--- src/rtl/trci_pkg.sv ---
`timescale 1ns / 1ps
// ----------------------------------------------------------------------------
// trci_pkg
// Shared constants and types for the triangle scan and color interpolation
// core.
// ----------------------------------------------------------------------------
package trci_pkg;

   localparam int COORD_BITS_DEF   = 10;
   localparam int CHANNEL_BITS_DEF = 8;
   localparam int CSR_ADDR_BITS    = 2;

   localparam logic [CSR_ADDR_BITS-1:0] CSR_VERTEX_ZERO = 2'd0;
   localparam logic [CSR_ADDR_BITS-1:0] CSR_VERTEX_ONE  = 2'd1;
   localparam logic [CSR_ADDR_BITS-1:0] CSR_VERTEX_TWO  = 2'd2;

   // Controller to datapath.
   typedef struct packed {
      logic start;    // latch pixel and begin edge evaluation unless the box is empty
      logic restart;  // beat asked for a restart
      logic out_take; // output register consumed
   } trci_cmd_type;

   // Datapath to controller.
   typedef struct packed {
      logic done;     // result ready in output register
   } trci_sts_type;

endpackage

--- src/rtl/triangle_raster_color_interp_core.sv ---
`timescale 1ns / 1ps
// One pixel at a time: a new request is taken only after the previous response
// beat and the return to idle. The shared radix-2 divider serves the color
// channels in turn, each quotient QW = 2*COORD_BITS+CHANNEL_BITS+8 bits wide (36
// by default). An uncovered pixel skips the divider; an empty box skips both.
// Reset: synchronous, clears vertices, scan position and all control state.
// ----------------------------------------------------------------------------
// triangle_raster_color_interp_core
// Bounding-box triangle scan with edge-function coverage and per-channel
// barycentric color interpolation.
// ----------------------------------------------------------------------------
module triangle_raster_color_interp_core #(
   parameter int COORD_BITS   = trci_pkg::COORD_BITS_DEF,
   parameter int CHANNEL_BITS = trci_pkg::CHANNEL_BITS_DEF,
   parameter int VERT_BITS    = 2 * COORD_BITS + 3 * CHANNEL_BITS
) (
   input  logic                               clock,
   input  logic                               reset,
   input  logic                               csr_write,
   input  logic [trci_pkg::CSR_ADDR_BITS-1:0] csr_index,
   input  logic [VERT_BITS-1:0]               csr_data,
   input  logic                               req_valid,
   output logic                               req_stall,
   input  logic                               req_restart,
   output logic                               rsp_valid,
   input  logic                               rsp_stall,
   output logic [COORD_BITS-1:0]              rsp_pixel_x,
   output logic [COORD_BITS-1:0]              rsp_pixel_y,
   output logic                               rsp_covered,
   output logic [CHANNEL_BITS-1:0]            rsp_red,
   output logic [CHANNEL_BITS-1:0]            rsp_green,
   output logic [CHANNEL_BITS-1:0]            rsp_blue,
   output logic                               rsp_box_end
);
   import trci_pkg::*;

   logic [VERT_BITS-1:0] vert_ff [3];
   trci_cmd_type cmd;
   trci_sts_type sts;

   always_ff @(posedge clock) begin
      if (reset) begin
         for (int i = 0; i < 3; i++) vert_ff[i] <= '0;
      end else if (csr_write) begin
         unique case (csr_index)
            CSR_VERTEX_ZERO: vert_ff[0] <= csr_data;
            CSR_VERTEX_ONE:  vert_ff[1] <= csr_data;
            CSR_VERTEX_TWO:  vert_ff[2] <= csr_data;
            default: ;
         endcase
      end
   end

   trci_ctrl u_ctrl (
      .clock, .reset, .req_valid, .req_stall, .req_restart,
      .rsp_valid, .rsp_stall, .cmd, .sts
   );

   trci_datapath #(
      .COORD_BITS(COORD_BITS), .CHANNEL_BITS(CHANNEL_BITS), .VERT_BITS(VERT_BITS)
   ) u_dp (
      .clock, .reset,
      .vert_0(vert_ff[0]), .vert_1(vert_ff[1]), .vert_2(vert_ff[2]),
      .cmd, .sts,
      .pixel_x(rsp_pixel_x), .pixel_y(rsp_pixel_y), .covered(rsp_covered),
      .red(rsp_red), .green(rsp_green), .blue(rsp_blue), .box_end(rsp_box_end)
   );

endmodule

--- src/rtl/trci_datapath.sv ---
`timescale 1ns / 1ps
// ----------------------------------------------------------------------------
// trci_datapath
// Box bounds, scan position, edge functions, and a radix-2 divider shared by
// the three color channels.
// ----------------------------------------------------------------------------
module trci_datapath #(
   parameter int COORD_BITS   = trci_pkg::COORD_BITS_DEF,
   parameter int CHANNEL_BITS = trci_pkg::CHANNEL_BITS_DEF,
   parameter int VERT_BITS    = 2 * COORD_BITS + 3 * CHANNEL_BITS
) (
   input  logic                          clock,
   input  logic                          reset,
   input  logic [VERT_BITS-1:0]          vert_0,
   input  logic [VERT_BITS-1:0]          vert_1,
   input  logic [VERT_BITS-1:0]          vert_2,
   input  trci_pkg::trci_cmd_type        cmd,
   output trci_pkg::trci_sts_type        sts,
   output logic [COORD_BITS-1:0]         pixel_x,
   output logic [COORD_BITS-1:0]         pixel_y,
   output logic                          covered,
   output logic [CHANNEL_BITS-1:0]       red,
   output logic [CHANNEL_BITS-1:0]       green,
   output logic [CHANNEL_BITS-1:0]       blue,
   output logic                          box_end
);
   import trci_pkg::*;

   localparam int CW  = COORD_BITS + 2;          // signed coordinate difference
   localparam int WW  = 2 * CW + 1;              // edge value
   localparam int NW  = WW + CHANNEL_BITS + 3;   // weighted sum
   localparam int QW  = NW;                      // quotient bits
   localparam int DCW = $clog2(QW + 1);

   typedef enum logic [2:0] {
      S_IDLE, S_EDGE, S_WSUM, S_DIV, S_DONE
   } dp_state_type;

   logic [COORD_BITS-1:0] x0, x1, x2, y0, y1, y2;
   logic [CHANNEL_BITS-1:0] ch0 [3], ch1 [3], ch2 [3];
   assign x0 = vert_0[COORD_BITS-1:0];
   assign x1 = vert_1[COORD_BITS-1:0];
   assign x2 = vert_2[COORD_BITS-1:0];
   assign y0 = vert_0[2*COORD_BITS-1:COORD_BITS];
   assign y1 = vert_1[2*COORD_BITS-1:COORD_BITS];
   assign y2 = vert_2[2*COORD_BITS-1:COORD_BITS];
   always_comb begin
      for (int c = 0; c < 3; c++) begin
         ch0[c] = vert_0[2*COORD_BITS + (2-c)*CHANNEL_BITS +: CHANNEL_BITS];
         ch1[c] = vert_1[2*COORD_BITS + (2-c)*CHANNEL_BITS +: CHANNEL_BITS];
         ch2[c] = vert_2[2*COORD_BITS + (2-c)*CHANNEL_BITS +: CHANNEL_BITS];
      end
   end

   logic [COORD_BITS-1:0] xmin, xmax, ymin, ymax;
   always_comb begin
      xmin = (x0 < x1) ? x0 : x1;
      xmin = (xmin < x2) ? xmin : x2;
      xmax = (x0 > x1) ? x0 : x1;
      xmax = (xmax > x2) ? xmax : x2;
      ymin = (y0 < y1) ? y0 : y1;
      ymin = (ymin < y2) ? ymin : y2;
      ymax = (y0 > y1) ? y0 : y1;
      ymax = (ymax > y2) ? ymax : y2;
   end

   logic empty;
   assign empty = (xmin == xmax) || (ymin == ymax);

   dp_state_type          state_ff;
   logic [COORD_BITS-1:0] scan_col_ff, scan_row_ff;
   logic                  scan_running_ff;
   logic [COORD_BITS-1:0] px_ff, py_ff;
   logic                  last_ff;
   logic [1:0]            step_ff;   // edge or channel index
   logic signed [WW-1:0]  w_ff [3];
   logic signed [WW+1:0]  den_ff;
   logic signed [NW-1:0]  num_ff;
   logic [NW-1:0]         rem_ff;
   logic [QW-1:0]         quo_ff;
   logic [DCW-1:0]        dcnt_ff;
   logic                  cov_ff;
   logic [CHANNEL_BITS-1:0] col_ff [3];

   logic restart_pos;
   logic [COORD_BITS-1:0] px_sel, py_sel;
   always_comb begin
      restart_pos = cmd.restart || !scan_running_ff || empty ||
                    scan_col_ff < xmin || scan_col_ff >= xmax ||
                    scan_row_ff < ymin || scan_row_ff >= ymax;
      px_sel = restart_pos ? xmin : scan_col_ff;
      py_sel = restart_pos ? ymin : scan_row_ff;
   end

   // One edge function per cycle.
   logic signed [CW-1:0] ax, ay, bx, by, ppx, ppy;
   logic signed [WW-1:0] edge_val;
   always_comb begin
      unique case (step_ff)
         2'd0: begin ax = CW'(x1); ay = CW'(y1); bx = CW'(x2); by = CW'(y2); end
         2'd1: begin ax = CW'(x2); ay = CW'(y2); bx = CW'(x0); by = CW'(y0); end
         default: begin ax = CW'(x0); ay = CW'(y0); bx = CW'(x1); by = CW'(y1); end
      endcase
      ppx = CW'(px_ff);
      ppy = CW'(py_ff);
      edge_val = WW'(bx - ax) * WW'(ppy - ay) - WW'(by - ay) * WW'(ppx - ax);
   end

   // One product per cycle into the weighted sum.
   logic [CHANNEL_BITS-1:0] cv;
   logic signed [NW-1:0]    wprod;
   always_comb begin
      unique case (dcnt_ff[1:0])
         2'd0:    cv = ch0[step_ff];
         2'd1:    cv = ch1[step_ff];
         default: cv = ch2[step_ff];
      endcase
      wprod = NW'(w_ff[dcnt_ff[1:0]]) * $signed({1'b0, cv});
   end

   logic [WW+1:0] uden;
   assign uden = den_ff[WW+1] ? -den_ff : den_ff;
   logic [NW:0] trial;
   assign trial = {rem_ff, quo_ff[QW-1]} - {{(NW-WW-1){1'b0}}, uden};

   logic pos_all, neg_all;
   assign pos_all = (w_ff[0] > 0) && (w_ff[1] > 0) && (w_ff[2] > 0);
   assign neg_all = (w_ff[0] < 0) && (w_ff[1] < 0) && (w_ff[2] < 0);

   always_ff @(posedge clock) begin
      if (reset) begin
         state_ff        <= S_IDLE;
         scan_col_ff     <= '0;
         scan_row_ff     <= '0;
         scan_running_ff <= 1'b0;
         step_ff         <= '0;
         dcnt_ff         <= '0;
      end else begin
         unique case (state_ff)
            S_IDLE: if (cmd.start) begin
               px_ff    <= px_sel;
               py_ff    <= py_sel;
               last_ff  <= empty || (px_sel == xmax - 1'b1 && py_sel == ymax - 1'b1);
               cov_ff   <= 1'b0;
               for (int c = 0; c < 3; c++) col_ff[c] <= '0;
               step_ff  <= '0;
               if (empty || (px_sel == xmax - 1'b1 && py_sel == ymax - 1'b1)) begin
                  scan_running_ff <= 1'b0;
                  scan_col_ff     <= xmin;
                  scan_row_ff     <= ymin;
               end else begin
                  scan_running_ff <= 1'b1;
                  if (py_sel + 1'b1 >= ymax || py_sel == '1) begin
                     scan_row_ff <= ymin;
                     scan_col_ff <= px_sel + 1'b1;
                  end else begin
                     scan_row_ff <= py_sel + 1'b1;
                     scan_col_ff <= px_sel;
                  end
               end
               state_ff <= empty ? S_DONE : S_EDGE;
            end
            S_EDGE: begin
               w_ff[step_ff] <= edge_val;
               if (step_ff == 2'd2) begin
                  step_ff  <= '0;
                  state_ff <= S_WSUM;
               end else begin
                  step_ff <= step_ff + 1'b1;
               end
               dcnt_ff <= '0;
            end
            S_WSUM: begin
               // step_ff: channel, dcnt_ff[1:0]: vertex
               if (step_ff == 2'd0 && dcnt_ff == '0) begin
                  cov_ff <= pos_all || neg_all;
                  den_ff <= (WW+2)'(w_ff[0]) + (WW+2)'(w_ff[1]) + (WW+2)'(w_ff[2]);
                  if (!(pos_all || neg_all)) state_ff <= S_DONE;
               end
               num_ff <= (dcnt_ff == '0) ? wprod : num_ff + wprod;
               if (dcnt_ff == DCW'(2)) begin
                  dcnt_ff  <= '0;
                  state_ff <= S_DIV;
                  quo_ff   <= '0;
                  rem_ff   <= '0;
               end else if (!(step_ff == 2'd0 && dcnt_ff == '0 &&
                              !(pos_all || neg_all))) begin
                  dcnt_ff <= dcnt_ff + 1'b1;
               end
            end
            S_DIV: begin
               if (dcnt_ff == '0) begin
                  quo_ff  <= den_ff[WW+1] ? QW'(-num_ff) : QW'(num_ff);
                  rem_ff  <= '0;
                  dcnt_ff <= dcnt_ff + 1'b1;
               end else begin
                  if (!trial[NW]) begin
                     rem_ff <= trial[NW-1:0];
                     quo_ff <= {quo_ff[QW-2:0], 1'b1};
                  end else begin
                     rem_ff <= {rem_ff[NW-2:0], quo_ff[QW-1]};
                     quo_ff <= {quo_ff[QW-2:0], 1'b0};
                  end
                  if (dcnt_ff == DCW'(QW)) begin
                     // Quotient complete: store channel and advance.
                     dcnt_ff         <= '0;
                     col_ff[step_ff] <= CHANNEL_BITS'({quo_ff[QW-2:0], !trial[NW]});
                     step_ff         <= step_ff + 1'b1;
                     state_ff        <= (step_ff == 2'd2) ? S_DONE : S_WSUM;
                  end else begin
                     dcnt_ff <= dcnt_ff + 1'b1;
                  end
               end
            end
            S_DONE: if (cmd.out_take) state_ff <= S_IDLE;
            default: state_ff <= S_IDLE;
         endcase
      end
   end

   assign sts.done = (state_ff == S_DONE);
   assign pixel_x  = px_ff;
   assign pixel_y  = py_ff;
   assign covered  = cov_ff;
   assign red      = col_ff[0];
   assign green    = col_ff[1];
   assign blue     = col_ff[2];
   assign box_end  = last_ff;

endmodule

--- src/rtl/trci_ctrl.sv ---
`timescale 1ns / 1ps
// ----------------------------------------------------------------------------
// trci_ctrl
// Handshake controller: takes a request beat, waits for the datapath result,
// presents it until the response beat completes.
// ----------------------------------------------------------------------------
module trci_ctrl (
   input  logic                   clock,
   input  logic                   reset,
   input  logic                   req_valid,
   output logic                   req_stall,
   input  logic                   req_restart,
   output logic                   rsp_valid,
   input  logic                   rsp_stall,
   output trci_pkg::trci_cmd_type cmd,
   input  trci_pkg::trci_sts_type sts
);
   import trci_pkg::*;

   typedef enum logic [1:0] { C_IDLE, C_BUSY, C_OUT } ctrl_state_type;
   ctrl_state_type state_ff;

   always_ff @(posedge clock) begin
      if (reset) begin
         state_ff <= C_IDLE;
      end else begin
         unique case (state_ff)
            C_IDLE: if (req_valid) state_ff <= C_BUSY;
            C_BUSY: if (sts.done) state_ff <= C_OUT;
            C_OUT:  if (!rsp_stall) state_ff <= C_IDLE;
            default: state_ff <= C_IDLE;
         endcase
      end
   end

   assign req_stall    = (state_ff != C_IDLE);
   assign rsp_valid    = (state_ff == C_OUT);
   assign cmd.start    = (state_ff == C_IDLE) && req_valid;
   assign cmd.restart  = req_restart;
   assign cmd.out_take = (state_ff == C_OUT) && !rsp_stall;

endmodule

--- config.mk ---
export PLATFORM = sky130hd
export DESIGN_NAME = triangle_raster_color_interp_core
export DESIGN_NICKNAME = d
export VERILOG_FILES = /design/src/rtl/trci_pkg.sv /design/src/rtl/triangle_raster_color_interp_core.sv /design/src/rtl/trci_datapath.sv /design/src/rtl/trci_ctrl.sv
export SDC_FILE = /design/constraint.sdc
export NUM_CORES = 2
export LEC_CHECK = 0
export ABC_AREA = 1
export BUFFER_PORTS_ARGS = -buffer_cell sky130_fd_sc_hd__buf_2
export CORE_UTILIZATION = 56
export CTS_CLUSTER_DIAMETER = 150
export CTS_CLUSTER_SIZE = 30
export DETAILED_ROUTE_END_ITERATION = 10
export PLACE_DENSITY = 0.82
export SETUP_SLACK_MARGIN = 0.1
export SLEW_MARGIN = 40
export SYNTH_ARGS = -nofsm -noshare
export SYNTH_HDL_FRONTEND = slang
export SYNTH_SLANG_ARGS = --single-unit
export TNS_END_PERCENT = 1
--- constraint.sdc ---
create_clock -name clock -period 9.4 [get_ports clock]
set_input_delay 1.88 -clock clock [delete_from_list [all_inputs] [get_ports clock]]
set_output_delay 1.88 -clock clock [all_outputs]
set_load 0.05 [all_outputs]
==> qor.txt <==
Share of synthesized area occupied by flip-flops and latches - 27.5%
RSZ-0062 raised after global routing - yes
Final setup vio count - 0
Tcrit/Tclk final - 96.8%
Largest cells by area after synthesis - edfxtp_1 (26%), fa_1 (20%), ha_1 (10%)
Initial core utilization - 56.8%
Clock tree root buffer cell - clkbuf_16
Vias - 39.2k
Buf+Inv Stages, Crit Path - 9
Number of global-route vias before repair - 39.2k
Total Wirelength - 124000 um
Dpl hpwl - 99800 um
Initial antenna violation count - 1
Gpl congestion - 0.974
Largest net degree at the start of global routing - 72
Max Fanout on Critical Path - 5
Largest delay share family, worst path - adder cells
Syn Area/Cell - 8.43 sq um
Post-DP Area - 50600 sq um
Top layer in use - met5
Slew Viols, Final - 0
Die span in y - 294 um
Synth unique cells - 65
Worst Skew - 0.0548 ns
DRT met1 WL - 48800 um
Mapped Cells - 5669
Hold violation count in the final report - 0
DR iter-0 viols - 3081
Worst min-delay path class - reg2reg
H-Tree Depth - 1
CP max stage cell - fa_1
Drt drc - 0
Status - complete, no violations
Fin cells - 7027
DR pass1 iterations - 7
CTS tree - done
Total track usage - 28.5%
Synth area leader - edfxtp_1
Die W - 294 um
Global route total overflow - 0
Ports - 100
Final instance area - 52000 sq um
Die ar. - 86500 sq um
Vias per inst - 5.59
Final design utilization - 61.9%
Top_reg_cell synth - edfxtp_1
Worst hold slack - 0.510 ns
EDFF count, synth - 413
Post-CTS Hold Buffers - 0
Layout Nets - 6813
Clk buf depth - 3
Synth Cell Area - 47800 sq um
Met3 Wirelength - 7610 um
Synth top area share - 26.0%
Final ANT Viol Nets - 0
Share of cells above drive strength 1 - 11.0%
Worst EP arrival - 9.49 ns
Critical Path Start Type - flop
Rel. slew slack - 40.9%
Area growth syn-to-layout - 8.87%
Worst EP required - 9.80 ns
Critical path's largest stage delay - 0.59 ns
Asr flop ratio synth - 0%
Placeable Area - 84100 sq um
Port bufs - 99
First-pass GRT wire length - 198000 um
Wire length on met2 - 60900 um
Clock sinks - 449
Synth Net Count - 6596
Max cap viols - 0
CP Class - reg2reg
Placed Instances - 6964
Clk pin slew, worst setup/hold paths - 0.13 ns
Rows - 106
Fmax - 110 MHz
Ys Warns - 0
CP Capture Type - flop
Cts bufs inserted - 19
Flops & latches, synth - 449
Worst Tran Pin Value - 0.879 ns
Wire length per cell - 17.6 um
Min Tclk post-route - 9.10 ns
Clk_lat worst skew - 0.60 ns
## Yosys cell counts (22+ instances only)
master,instances
nor2_1,613
fa_1,478
o21ai_0,178
nand2_2,32
nand3_1,213
or2_2,68
o221ai_1,22
a32oi_1,25
a21oi_1,347
o21ai_1,42
inv_1,1016
xor2_1,146
nand2_1,1078
ha_1,397
clkbuf_1,102
xnor2_1,71
nor3_1,40
o22ai_1,26
nand4_1,45
dfxtp_1,36
edfxtp_1,413
## what timing repair did
action	in CTS	in global routing
endpoints found under the hold margin	0	0
buffers inserted	1	33
pin swaps	3	68
gates resized for setup	9	149
gates cloned	0	1
endpoints found under the setup margin	16	62
## path summary, 6_finish.rpt
check	from	endpoint	slack (ns)	depth (start not counted)
worst max-delay path	u_dp.step_ff[0]$_SDFFE_PP0P_	u_dp.w_ff[0][24]$_DFFE_PP_	0.30	50
worst min-delay path	u_dp.scan_row_ff[0]$_SDFFE_PP0P_	u_dp.scan_row_ff[0]$_SDFFE_PP0P_	0.51	2
worst max register to register	u_dp.step_ff[0]$_SDFFE_PP0P_	u_dp.w_ff[0][24]$_DFFE_PP_	0.30	50
worst min register to register	u_dp.scan_row_ff[0]$_SDFFE_PP0P_	u_dp.scan_row_ff[0]$_SDFFE_PP0P_	0.51	2
## flip-flops by register name (all words and copies together) (netlist names), 24 cells and up, named ones only
name,count
vert_ff,132
u_dp.w_ff,100
u_dp.den_ff,27
u_dp.rem_ff,36
u_dp.quo_ff,36
u_dp.col_ff,24
u_dp.num_ff,36
## cells by family after synthesis
logic type / share of synthesized area, %
and+or+nand+nor: 18.9
AOI/OAI and AO/OA: 9.55
adders and majority gates: 30.4
DFF: 27.5
xor gates and xnor gates: 3.98
buffers and inverters: 9.66
## cells in the final DEF (no fill, tap or decap), drive strengths merged, types with 6 or more instances in the layout
cell    count
xor2      146
ha        397
clkinv     12
a21oi     350
a211oi     11
o211ai     10
a32oi      25
o21bai     12
a21boi     23
xnor2      71
a21o        7
nor2      620
buf       337
nor3       40
fa        478
o21a       14
a22o       12
nor4       20
o21ai     236
o22ai      26
a31oi      20
or2        70
o31ai       6
edfxtp    413
nand4      46
inv      1035
nand3     223
clkbuf     25
nand2    1114
dfxtp      36
o221ai     22
nand3b     17
## area by class of cell
cell class	count	area, sq um
tap	1134	1420
clock inverter	2	38.8
multi-input combinational	4034	30600
fill	6975	32100
sequential	449	13100
inverter	1045	3940
clock buffer	25	508
antenna	1	2.50
timing repair buffer	337	2410
## worst reg2reg max path: cells and delay by family (launching register included)
family                     cells  cell delay [ns]
adders and majority gates     11             4.71
and+or+nand+nor               20             1.64
AOI/OAI and AO/OA              9             1.33
buffers and inverters          9             0.56
DFF                            1             0.40
xor gates and xnor gates       1             0.23
## routing by layer
metal / up-vias / GRT usage, %
met1: 18825 / 34.8
met2: 1458 / 49.9
li1: 18586 / -
met5: - / 0
met4: 2 / 13.6
met3: 375 / 3.69
## per-stage QoR
stage,setup TNS [ns],setup slack [ns]
after floorplan,0,0.156
after global placement,0,0.157
after detailed placement,-0.511,-0.0768
after CTS,0,0.0890
after global routing,-0.294,-0.0742
final,0,0.305
Power is left out: the tool's default activity adds up to more than one toggle a clock period on the data nets, which glitch-free logic cannot reach.
